`src/design/assert_macros.svh`:
```
// assertion macros used by the unit top level
// no dependencies
`ifndef ASSERT_MACROS_SVH
`define ASSERT_MACROS_SVH
`ifndef NO_ASSERTIONS
`define ASSERT_CLK(label, clk, rst, prop) \
  label: assert property (@(posedge clk) disable iff (rst) prop) else $error("assertion failed");
`define ASSERT_CLK_NR(label, clk, prop) \
  label: assert property (@(posedge clk) prop) else $error("assertion failed");
`else
`define ASSERT_CLK(label, clk, rst, prop)
`define ASSERT_CLK_NR(label, clk, prop)
`endif
`endif

```
`src/design/mdu_pkg.sv`:
```
// types, constants and helpers for the multiply/divide unit
// no dependencies
package mdu_pkg;
  localparam int unsigned XLEN = 64;
  localparam int unsigned NCELL = 64;

  typedef enum logic [3:0] {
    CMD_MUL = 4'd0, CMD_MULH = 4'd1, CMD_MULHSU = 4'd2, CMD_MULHU = 4'd3,
    CMD_DIV = 4'd4, CMD_DIVU = 4'd5, CMD_REM = 4'd6, CMD_REMU = 4'd7,
    CMD_MULW = 4'd8, CMD_DIVW = 4'd9, CMD_DIVUW = 4'd10, CMD_REMW = 4'd11,
    CMD_REMUW = 4'd12
  } cmd_t;

  // flags carried down the chain with each word
  typedef struct packed {
    logic is_mul;   // multiply: accumulate, else restoring division step
    logic hi;       // take upper half of product
    logic word;     // 32-bit form, sign-extend result
    logic rem;      // want remainder
    logic neg_res;  // negate final value
    logic special;  // result fixed at entry
    logic valid;
  } ctl_t;

  // per-cell working state
  typedef struct packed {
    ctl_t ctl;
    logic [XLEN-1:0] a;    // multiplier / dividend shifting in
    logic [XLEN-1:0] b;    // multiplicand / divisor
    logic [XLEN-1:0] acc;  // product high part / partial remainder
    logic [XLEN-1:0] aux;  // product low part / quotient / special result
  } slot_t;

  function automatic logic [XLEN-1:0] sx32(input logic [XLEN-1:0] v);
    return {{32{v[31]}}, v[31:0]};
  endfunction
endpackage

```
`src/design/mdu_front.sv`:
```
// entry stage: operand conditioning, special cases, sign handling
// depends on mdu_pkg
module mdu_front import mdu_pkg::*; (
  input  logic            clk,
  input  logic            rst,
  input  logic            en,
  input  logic            in_valid,
  input  logic [3:0]      cmd,
  input  logic [XLEN-1:0] operand_a,
  input  logic [XLEN-1:0] operand_b,
  output slot_t           dout
);
  slot_t s;
  logic [XLEN-1:0] a, b, ma, mb;
  logic sa, sb, na, nb, sgn, mul, div, w, rm, hi;

  always_comb begin
    s = '0;
    mul = 1'b0; div = 1'b0; w = 1'b0; rm = 1'b0; hi = 1'b0;
    sa = 1'b0; sb = 1'b0;
    case (cmd_t'(cmd))
      CMD_MUL:    mul = 1'b1;
      CMD_MULH:   begin mul = 1'b1; hi = 1'b1; sa = 1'b1; sb = 1'b1; end
      CMD_MULHSU: begin mul = 1'b1; hi = 1'b1; sa = 1'b1; end
      CMD_MULHU:  begin mul = 1'b1; hi = 1'b1; end
      CMD_DIV:    begin div = 1'b1; sa = 1'b1; sb = 1'b1; end
      CMD_DIVU:   div = 1'b1;
      CMD_REM:    begin div = 1'b1; rm = 1'b1; sa = 1'b1; sb = 1'b1; end
      CMD_REMU:   begin div = 1'b1; rm = 1'b1; end
      CMD_MULW:   begin mul = 1'b1; w = 1'b1; end
      CMD_DIVW:   begin div = 1'b1; w = 1'b1; sa = 1'b1; sb = 1'b1; end
      CMD_DIVUW:  begin div = 1'b1; w = 1'b1; end
      CMD_REMW:   begin div = 1'b1; w = 1'b1; rm = 1'b1; sa = 1'b1; sb = 1'b1; end
      CMD_REMUW:  begin div = 1'b1; w = 1'b1; rm = 1'b1; end
      default: ;
    endcase
    // word forms: extend low halves by signedness
    a = w ? (sa ? sx32(operand_a) : {32'd0, operand_a[31:0]}) : operand_a;
    b = w ? (sb ? sx32(operand_b) : {32'd0, operand_b[31:0]}) : operand_b;
    na = sa & a[XLEN-1];
    nb = sb & b[XLEN-1];
    ma = na ? -a : a;
    mb = nb ? -b : b;
    sgn = rm ? na : (na ^ nb);
    s.ctl.valid = in_valid;
    s.ctl.is_mul = mul;
    s.ctl.hi = hi;
    s.ctl.word = w;
    s.ctl.rem = rm;
    s.ctl.neg_res = mul ? (na ^ nb) : sgn;
    s.a = ma;
    s.b = mb;
    if (!mul && !div) begin
      s.ctl.special = 1'b1;
      s.aux = '0;
    end else if (div && b == '0) begin
      s.ctl.special = 1'b1;
      s.aux = rm ? a : '1;
    end else if (div && sa && sb && b == '1 &&
                 a == (w ? sx32(64'h8000_0000) : {1'b1, {(XLEN-1){1'b0}}})) begin
      s.ctl.special = 1'b1;
      s.aux = rm ? '0 : a;
    end
  end

  always_ff @(posedge clk) begin
    if (rst) begin
      dout.ctl <= '0;
    end else if (en) begin
      dout.ctl <= s.ctl;
    end
    if (en) begin
      dout.a <= s.a;
      dout.b <= s.b;
      dout.acc <= s.acc;
      dout.aux <= s.aux;
    end
  end
endmodule

```
`config.mk`:
```
export PLATFORM = sky130hd
export DESIGN_NAME = mdu_front
export DESIGN_NICKNAME = d
export VERILOG_FILES = /design/src/design/assert_macros.svh /design/src/design/mdu_pkg.sv /design/src/design/mdu_front.sv
export SDC_FILE = /design/constraint.sdc
export NUM_CORES = 1
export LEC_CHECK = 0
export BUFFER_PORTS_ARGS = -buffer_cell sky130_fd_sc_hd__buf_2
export CORE_MARGIN = 2
export CORE_UTILIZATION = 47
export CTS_BUF_LIST = sky130_fd_sc_hd__clkbuf_2
export CTS_CLUSTER_SIZE = 8
export DETAILED_ROUTE_END_ITERATION = 12
export PLACE_DENSITY = 0.83
export SLEW_MARGIN = 20
export SYNTH_ARGS = -nofsm -noshare
export SYNTH_HDL_FRONTEND = slang
export SYNTH_SLANG_ARGS = --single-unit
```
`constraint.sdc`:
```
create_clock -name clk -period 2.7 [get_ports clk]
set_input_delay 0.54 -clock clk [delete_from_list [all_inputs] [get_ports clk]]
set_output_delay 0.54 -clock clk [all_outputs]
set_load 0.02 [all_outputs]
```
==> reports/results.txt, run 1 <==
Total GRT Usage: 28.8%
Register with the most flip-flops: dout
Final Util: 65.3%
Peak VDD IR: 0.198 mV
Starting Density: 47.9%
Drt wl/cell: 19.2 µm
Worst reg2reg startpoint: dout[256]$_SDFFE_PP0P_
Actual slew at the worst max-slew pin: 0.665 ns
Max reg flops: 199
Largest regs: dout (199)
Largest net degree at the start of global routing: 61
Crit path launch type: input pin
Most common cell in the netlist: edfxtp_1
Mean number of vias per cell: 5.62
Yosys top cell area share: 51.3%
Post-Syn Instances: 1056
Unrepaired setup endpoints after global routing: false
Sequential-to-total area share from yosys stat: 52.5%
Clock Path Buffers: 2
Synth async-reset ratio: 0%
Row cnt: 56
Area growth, synth to finish: 36.3%
Clock Skew: 0 ns
Maximum clock frequency: 371 MHz
Global route total overflow: 0
Most instantiated cells after synthesis: edfxtp_1 (192), nor2_1 (93), buf_4 (68), xnor2_1 (65), a21oi_1 (58)
Global-route wire length before repair: 55200 µm
DRC Markers: 0
Period utilization: 99.8%
Vias in the first global route: 10300
Area leader, netlist: edfxtp_1
Register Area: 5910 µm²
Clock latency on the worst-skew pair: 0.79 ns
Worst setup path startpoint: operand_b[23]
Max-slew headroom: 55.6%
WHS: 0.0628 ns
Clock Sinks: 199
Leading post-synthesis cells by cell area: edfxtp_1 (51%), xnor2_1 (5.1%), buf_4 (4.5%), nor2_1 (3.1%), a21oi_1 (2.6%)
Via Count: 10900
Pre-antenna DRT Iters: 5
Antenna violations before repair: 9
Post-synth EDFFs: 192
Postcts setup bufs: 0
HP Start: operand_b[58]
Post-route ant nets: 0
Slew Viols, Final: 0
Total power: 7.17 mW
Syn avg cell area: 10.6 µm²
Drt total wl: 37300 µm
Die area: 25200 µm²
IO Port Bufs: 334
Worst Setup Path Type: input pin to flop
CP Capture Type: flop
Fin. Hold Viols: 0
Critical Path RT: 3.40 ns
CTS root buf: clkbuf_2
Die Wd: 159 µm
Multi-input gate area: 4790 µm²
Worst Hold Class: input pin to flop
Outcome: completed
Num CTS Buffers: 17
Share of cells above drive strength 1: 41.0%
DP HPWL: 28700 µm
IO Pins: 399
GP Congestion: 0.951
Crit-path max FO: 4
Post-synth cell types: 76
TritonCTS clock tree: done
Die Ht: 159 µm
Static Leak: 6.46 nW
Fillcell total: 1856
Minimum clock period: 2.69 ns
Pwr/cell area: 468 nW/µm²
Initial drt markers: 1102
Synthesis Warnings: 0
Final setup viols: 0
Core box area: 23500 µm²
Clock transition at path regs: 0.35 ns
Final #Nets: 1747
Synth Flop Type: edfxtp_1
Max cap viols: 0
H-tree depth: 4
Post-Syn Area: 11200 µm²
Seq cells post-synth: 199
Worst EP arrival: 3.39 ns
## layer usage
metal / share of wire (%) / global-route usage, % / vias to the layer above
li1: - / - / 4996
met2: 47 / 46.7 / 671
met1: 40 / 37.1 / 5142
met4: 3.8 / 12.2 / 10
met5: 0.16 / 0 / -
met3: 9.1 / 6.56 / 109
## worst max-delay path: stages
cell and delay [ns]:
dlygate4sd3_1 0.54, buf_2 0.16, or4_1 0.56, nor3_4 0.20
buf_4 0.16, nand3_1 0.15, a211o_1 0.31, or3_1 0.37
buf_4 0.15, nor2_1 0.09, o211a_1 0.14
## cell usage in the layout (no fill, tap or decap), types with 5 or more instances in the layout
master / count
buf_12: 10
a41oi_1: 10
mux2i_1: 7
o211ai_1: 6
or4_1: 12
dlygate4sd3_1: 14
a21oi_1: 57
nor2_1: 93
a311oi_1: 10
or3_1: 11
or4_4: 6
a211oi_1: 6
nor3_1: 44
nor4_2: 5
conb_1: 64
o21ai_1: 55
clkbuf_2: 17
inv_1: 41
o41ai_1: 8
dfxtp_1: 7
edfxtp_1: 192
diode_2: 5
nand4_1: 27
a21o_1: 10
a31oi_1: 14
nand3_1: 15
o21ai_0: 42
nor4_1: 13
o31ai_2: 13
nor2b_1: 6
buf_4: 229
xor2_1: 10
buf_2: 333
nand2_1: 52
o31ai_1: 20
xnor2_1: 65
## cell families after synthesis
logic type / synth area share (%)
and+or+nand+nor: 15.0
AOI/OAI and AO/OA: 17.2
DFF: 52.5
buffers and inverters: 7.95
xor gates and xnor gates: 5.84
muxes: 1.02
adders and majority gates: 0.334
other: 0.0334
## stage by stage
step | cell area, µm² | cells | TNS, ns | setup WS [ns]
floorplan | 11600 | 1119 | -0.245 | -0.203
global placement | 14800 | 1892 | -21.59 | -0.450
detailed placement | 14800 | 1892 | -24.40 | -0.458
CTS | 15200 | 1935 | 0 | 0.100
global route | 15300 | 1944 | 0 | 0.000671
finish | 15300 | 1945 | 0 | 0.00513
## repair_timing
action,CTS,global route
hold buffers,11,3
gates resized for setup,0,6
setup endpoints to repair,0,44
hold endpoints to repair,15,3
## area by class of cell
class                   instances  area share, %
repair buffers                590           24.8
diodes                          5         0.0816
inverters                      41           1.00
clock inverters                15           1.13
multi-input cells             759           31.3
flip-flops and latches        199           38.5
well taps                     319           2.60
clock buffers                  17          0.555
## path summary, 6_finish.rpt
check | slack (ns) | cells past startpoint | to
min reg2reg | 0.52 | 2 | dout[257]$_SDFFE_PP0P_
max reg2reg | 1.53 | 3 | dout[256]$_SDFFE_PP0P_
min | 0.06 | 2 | dout[186]$_DFFE_PP_
max | 0.005 | 11 | dout[191]$_DFFE_PP_
## power breakdown
part / internal (mW) / switching [mW] / total [mW]
combinational: 0.664 / 1.17 / 1.84
sequential: 3.70 / 0.0835 / 3.78
clock: 0.327 / 1.22 / 1.55
No activity file was read; power rests on OpenSTA's default activity.
==> run 2: changes to the inputs <==
--- a/config.mk
+++ b/config.mk
@@ -11,6 +11,7 @@
 export CTS_BUF_LIST = sky130_fd_sc_hd__clkbuf_2
 export CTS_CLUSTER_SIZE = 8
 export DETAILED_ROUTE_END_ITERATION = 12
+export GPL_TIMING_DRIVEN = 0
 export PLACE_DENSITY = 0.83
 export SLEW_MARGIN = 20
 export SYNTH_ARGS = -nofsm -noshare
==> run 2 against run 1 <==
Effect of this change:
- the flow now finishes with violations (setup timing)
- wire length is 3.0% higher
- critical path type unchanged
- worst hold slack worse by 0.020 ns
- clock-buffer cell count stayed put
- clock power is 9% higher
- flip-flop and latch count stayed put
- non-clock buffer count is 98 lower
- die area stayed put
- sequential share of layout area is 2.5 points higher
- combinational power is 3% lower
- global-route usage is 0.36 points higher
- utilization is 3.9 points lower
==> reports/results.txt, run 2 (same netlist as run 1, synthesis figures left out) <==
Outcome: complete, but fails checks
Worst reg2reg startpoint: dout[257]$_SDFFE_PP0P_
Starting Density: 47.9%
Largest regs: dout (199)
Antenna violations before repair: 13
DRC Markers: 0
CP Capture Type: flop
Failing checks: setup timing
Core box area: 23500 µm²
Commonest non-fill, non-tap cells in the layout: buf_2 (336), edfxtp_1 (192), nor2_1 (92)
Most common cell after layout, fill and taps aside: buf_2
Crit-path max FO: 10
Critical Path RT: 3.37 ns
TritonCTS clock tree: done
Worst Setup Path Type: input pin to flop
Worst EP arrival: 3.38 ns
DP HPWL: 29000 µm
Crit-path max cell delay: 0.53 ns
Area growth, synth to finish: 28.2%
Pre-antenna DRT Iters: 9
Total power: 7.25 mW
Global-route wire length before repair: 54900 µm
Period utilization: 100%
Total GRT Usage: 29.1%
CTS root buf: clkbuf_2
Unrepaired setup endpoints after global routing: false
Fin. Hold Viols: 0
Final #Nets: 1649
Max-slew headroom: 29.4%
DP Worst Slack: -1.10 ns
Share of cells above drive strength 1: 33.3%
IO Port Bufs: 330
Static Leak: 5.81 nW
Initial drt markers: 1328
IO Pins: 399
GP Congestion: 0.956
Peak VDD IR: 0.251 mV
Maximum clock frequency: 369 MHz
H-tree depth: 4
CP max stage cell: dlygate4sd3_1
Num CTS Buffers: 17
Clock Path Buffers: 2
R2r worst-path depth: 2
Register with the most flip-flops: dout
Clock Sinks: 199
Crit path cell chain: dlygate4sd3_1, buf_2, nor4_2, and4_1, buf_2, nand2_2, nor4b_4, buf_4, a31oi_4, buf_6, o31ai_2
Vias in the first global route: 9894
Max reg flops: 199
Via Count: 10700
Worst setup path startpoint: operand_b[14]
Pwr/cell area: 503 nW/µm²
Drt total wl: 38400 µm
Cell mode on critical path: buf_2
Worst setup path endpoint: dout[55]$_SDFFCE_PP0P_
FF-to-FF setup slack: 1.94 ns
Die Ht: 159 µm
Crit path launch type: input pin
Largest net degree at the start of global routing: 80
Final setup viols: 1
Setup TNS: -0.00740 ns
Clock Skew: 0 ns
Clock latency on the worst-skew pair: 0.80 ns
Actual slew at the worst max-slew pin: 1.05 ns
Minimum clock period: 2.71 ns
Mean number of vias per cell: 5.78
Global route total overflow: 0
Worst Hold Class: input pin to flop
Post-route ant nets: 0
Max cap viols: 0
Slew Viols, Final: 0
Row cnt: 56
Drt wl/cell: 20.7 µm
Clock transition at path regs: 0.35 ns
Reg2reg end: dout[257]$_SDFFE_PP0P_
Die area: 25200 µm²
Setup ws final: -0.00740 ns
Die Wd: 159 µm
-- run 2: worst min path at each step --
stage	from	endpoint	slack [ns]	cells after the start
2_1_floorplan	dout[257]$_SDFFE_PP0P_	dout[257]$_SDFFE_PP0P_	0.55	2
3_3_place_gp	dout[262]$_SDFFE_PP0P_	dout[262]$_SDFFE_PP0P_	0.48	2
3_5_place_dp	dout[261]$_SDFFE_PP0P_	dout[261]$_SDFFE_PP0P_	0.48	2
4_1_cts	operand_a[18]	dout[210]$_DFFE_PP_	0.00007	2
5_1_grt	operand_b[43]	dout[171]$_DFFE_PP_	0.0009	2
6_report	operand_b[3]	dout[131]$_DFFE_PP_	0.04	2
-- run 2: area by class of cell --
type                       instances  area (µm²)
timing repair buffer             372        2110
sequential                       199        5910
antenna                            8        20.0
clock inverter                    15         211
tap                              319         399
inverter                          41         154
clock buffer                      17        85.1
buffer                           120         751
multi-input combinational        759        4770
fill                            1957        9070
-- run 2: power breakdown --
group	switching, mW	internal, mW	total, mW
registers	0.0766	3.70	3.78
logic	1.18	0.600	1.78
clock network	1.25	0.439	1.69
-- run 2: critical path, delay by kind of cell --
family          cells  cell delay [ns]
buf+inv             5             1.35
simple gates        4             1.16
compound gates      2             0.31
-- run 2: repair_timing --
item	in CTS	in global routing
cloned	0	0
pin swaps	0	2
hold buffers	19	17
gates resized for setup	3	4
setup buffers	0	4
endpoints found under the hold margin	24	17
setup endpoints to repair	56	48
-- run 2: metal layers --
metal / vias up / part of all wire (%) / track usage [%]
li1: 4806 / - / -
met1: 4976 / 39 / 37.5
met2: 757 / 46 / 47.1
met3: 150 / 9.5 / 6.53
met4: 8 / 4.5 / 13.3
met5: - / 0.13 / 0
-- run 2: per-stage QoR --
| step | std cells | cell area, µm² | hold slack, ns | util [%] |
|---|---|---|---|---|
| after floorplan | 1119 | 11600 | 0.550 | - |
| after global placement | 1768 | 13600 | 0.476 | 58.0 |
| after detailed placement | 1770 | 13700 | 0.481 | 58.3 |
| after CTS | 1821 | 14200 | 0.0000714 | 60.4 |
| after global routing | 1849 | 14400 | 0.000938 | 61.4 |
| final | 1850 | 14400 | 0.0432 | 61.4 |
==> run 3: changes to the inputs <==
--- a/config.mk
+++ b/config.mk
@@ -12,7 +12,7 @@
 export CTS_CLUSTER_SIZE = 8
 export DETAILED_ROUTE_END_ITERATION = 12
 export GPL_TIMING_DRIVEN = 0
-export PLACE_DENSITY = 0.83
+export PLACE_DENSITY_LB_ADDON = 0.05
 export SLEW_MARGIN = 20
 export SYNTH_ARGS = -nofsm -noshare
 export SYNTH_HDL_FRONTEND = slang
==> run 3 against run 2 <==
Effect of this change:
- the run now ends clean
- worst hold slack improved by 0.023 ns
- register-to-register slack got worse by 0.03 ns
- power shrank 2.1%
- first-iteration DRC count shrank 19%
- non-clock buffer count down 2
- combinational power about the same
- maximum frequency up 1.7%
- global-route usage is 0.71 points lower
- largest power group unchanged
==> reports/results.txt, run 3 (same netlist as run 1, synthesis figures left out) <==
Post-route ant nets: 0
Drt total wl: 36800 µm
Starting Density: 47.9%
Total GRT Usage: 28.4%
IO Port Bufs: 330
Clock transition at path regs: 0.34 ns
Fin. Hold Viols: 0
Max-slew headroom: 32.6%
Antenna violations before repair: 3
Worst Hold Class: input pin to flop
CP max stage cell: a21oi_1
Most common cell after layout, fill and taps aside: buf_2
Global-route wire length before repair: 53900 µm
Commonest non-fill, non-tap cells in the layout: buf_2 (336), edfxtp_1 (192), nor2_1 (91)
HP Start: operand_b[5]
Clock share of power: 22.0%
Static Leak: 5.79 nW
Drt wl/cell: 19.9 µm
Slew Viols, Final: 0
TritonCTS clock tree: done
Mean number of vias per cell: 5.52
Pwr/cell area: 494 nW/µm²
Largest net degree at the start of global routing: 107
Clock latency on the worst-skew pair: 0.80 ns
GP Congestion: 0.937
Crit-path max cell delay: 0.53 ns
Setup ws final: 0.0367 ns
Row cnt: 56
Global route total overflow: 0
Outcome: completed
Max cap viols: 0
Clock Sinks: 199
R2r worst-path depth: 2
Comb power frac: 24.8%
FF-to-FF setup slack: 1.91 ns
Largest regs: dout (199)
P_sw: 2.46 mW
Sw Ratio: 34.7%
Share of cells above drive strength 1: 33.1%
Final #Nets: 1647
Non-filler cells, final: 1844
Clock Skew: 0 ns
Area growth, synth to finish: 27.8%
Crit-path max FO: 10
Peak VDD IR: 0.276 mV
Setup TNS: 0 ns
Crit path launch type: input pin
Unrepaired setup endpoints after global routing: false
Worst reg2reg startpoint: dout[257]$_SDFFE_PP0P_
DP HPWL: 27400 µm
Placed insts: 1769
Critical Path RT: 3.33 ns
CTS root buf: clkbuf_2
Flop pwr share: 53.1%
Pre-antenna DRT Iters: 6
Initial drt markers: 1071
Core box area: 23500 µm²
Worst Setup Path Type: input pin to flop
Worst EP arrival: 3.30 ns
IO Pins: 399
Minimum clock period: 2.66 ns
Max reg flops: 199
Register with the most flip-flops: dout
Die area: 25200 µm²
DRC Markers: 0
Clock Path Buffers: 2
Hold Path Sink: dout[133]$_DFFE_PP_
Reg2reg end: dout[257]$_SDFFE_PP0P_
H-tree depth: 4
Period utilization: 98.6%
DP Worst Slack: -1.16 ns
Num CTS Buffers: 17
Die Wd: 159 µm
Vias in the first global route: 9429
Int Power: 4.64 mW
Final Util: 61.2%
Maximum clock frequency: 375 MHz
WHS: 0.0657 ns
Crit path cell chain: buf_2, clkbuf_1, buf_1, o21ai_0, a21oi_1, a41oi_1, a21o_1
Via Count: 10200
Actual slew at the worst max-slew pin: 1.00 ns
Die Ht: 159 µm
CP Capture Type: flop
Final setup viols: 0
Hold path cells: 2
-- run 3: how the worst max path moves through the flow --
stage,slack (ns),startpoint,to
2_1_floorplan,-0.20,operand_a[24],dout[253]$_DFFE_PP_
3_3_place_gp,-1.81,en,dout[257]$_SDFFE_PP0P_
3_5_place_dp,-1.16,cmd[3],dout[131]$_DFFE_PP_
4_1_cts,0.04,operand_b[25],dout[38]$_SDFFCE_PP0P_
5_1_grt,0.0008,cmd[3],dout[240]$_DFFE_PP_
6_report,0.04,cmd[3],dout[240]$_DFFE_PP_
-- run 3: cell type report --
cell class | count | area (µm²)
multi-input cells | 759 | 4790
clock buffers | 17 | 85.1
inverters | 41 | 154
clock inverters | 15 | 189
diodes | 4 | 10.0
flip-flops and latches | 199 | 5910
fillers | 2057 | 9110
well taps | 319 | 399
plain buffers | 120 | 751
repair buffers | 370 | 2080
-- run 3: power groups by stage --
stage / Clock, mW / Sequential (mW) / Combinational, mW
global route: 1.70 / 3.80 / 1.89
finish: 1.56 / 3.77 / 1.76
floorplan: 0 / 4.20 / 0.640
detailed placement: 0 / 3.84 / 1.70
CTS: 1.60 / 3.77 / 1.74
global placement: 0 / 3.85 / 1.68
-- run 3: repair_timing --
item                                    4_1_cts  5_1_grt
setup buffers                                 0        1
hold endpoints to repair                     34        8
endpoints found under the setup margin       42       78
pin swaps                                     0        2
hold buffers                                 30        8
gates resized for setup                       4        5
-- run 3: metrics by stage --
| stage | instance area [µm²] | power, mW |
|---|---|---|
| floorplan | 11600 | 4.84 |
| CTS | 14200 | 7.11 |
| global route | 14400 | 7.39 |
| finish | 14400 | 7.10 |
| global placement | 13600 | 5.54 |
| detailed placement | 13600 | 5.54 |
-- run 3: per-layer routing --
layer | routed length (µm) | track usage (%) | vias to the layer above
met5 | 0 | 0 | -
met4 | 822 | 8.32 | 0
met3 | 3450 | 6.59 | 55
met2 | 17400 | 46.8 | 550
met1 | 15100 | 37.6 | 4779
li1 | - | - | 4804
-- run 3: critical path, delay by kind of cell --
kind                   cells  cell delay, ns
buffers and inverters      3            1.14
AOI/OAI and AO/OA          4            1.60
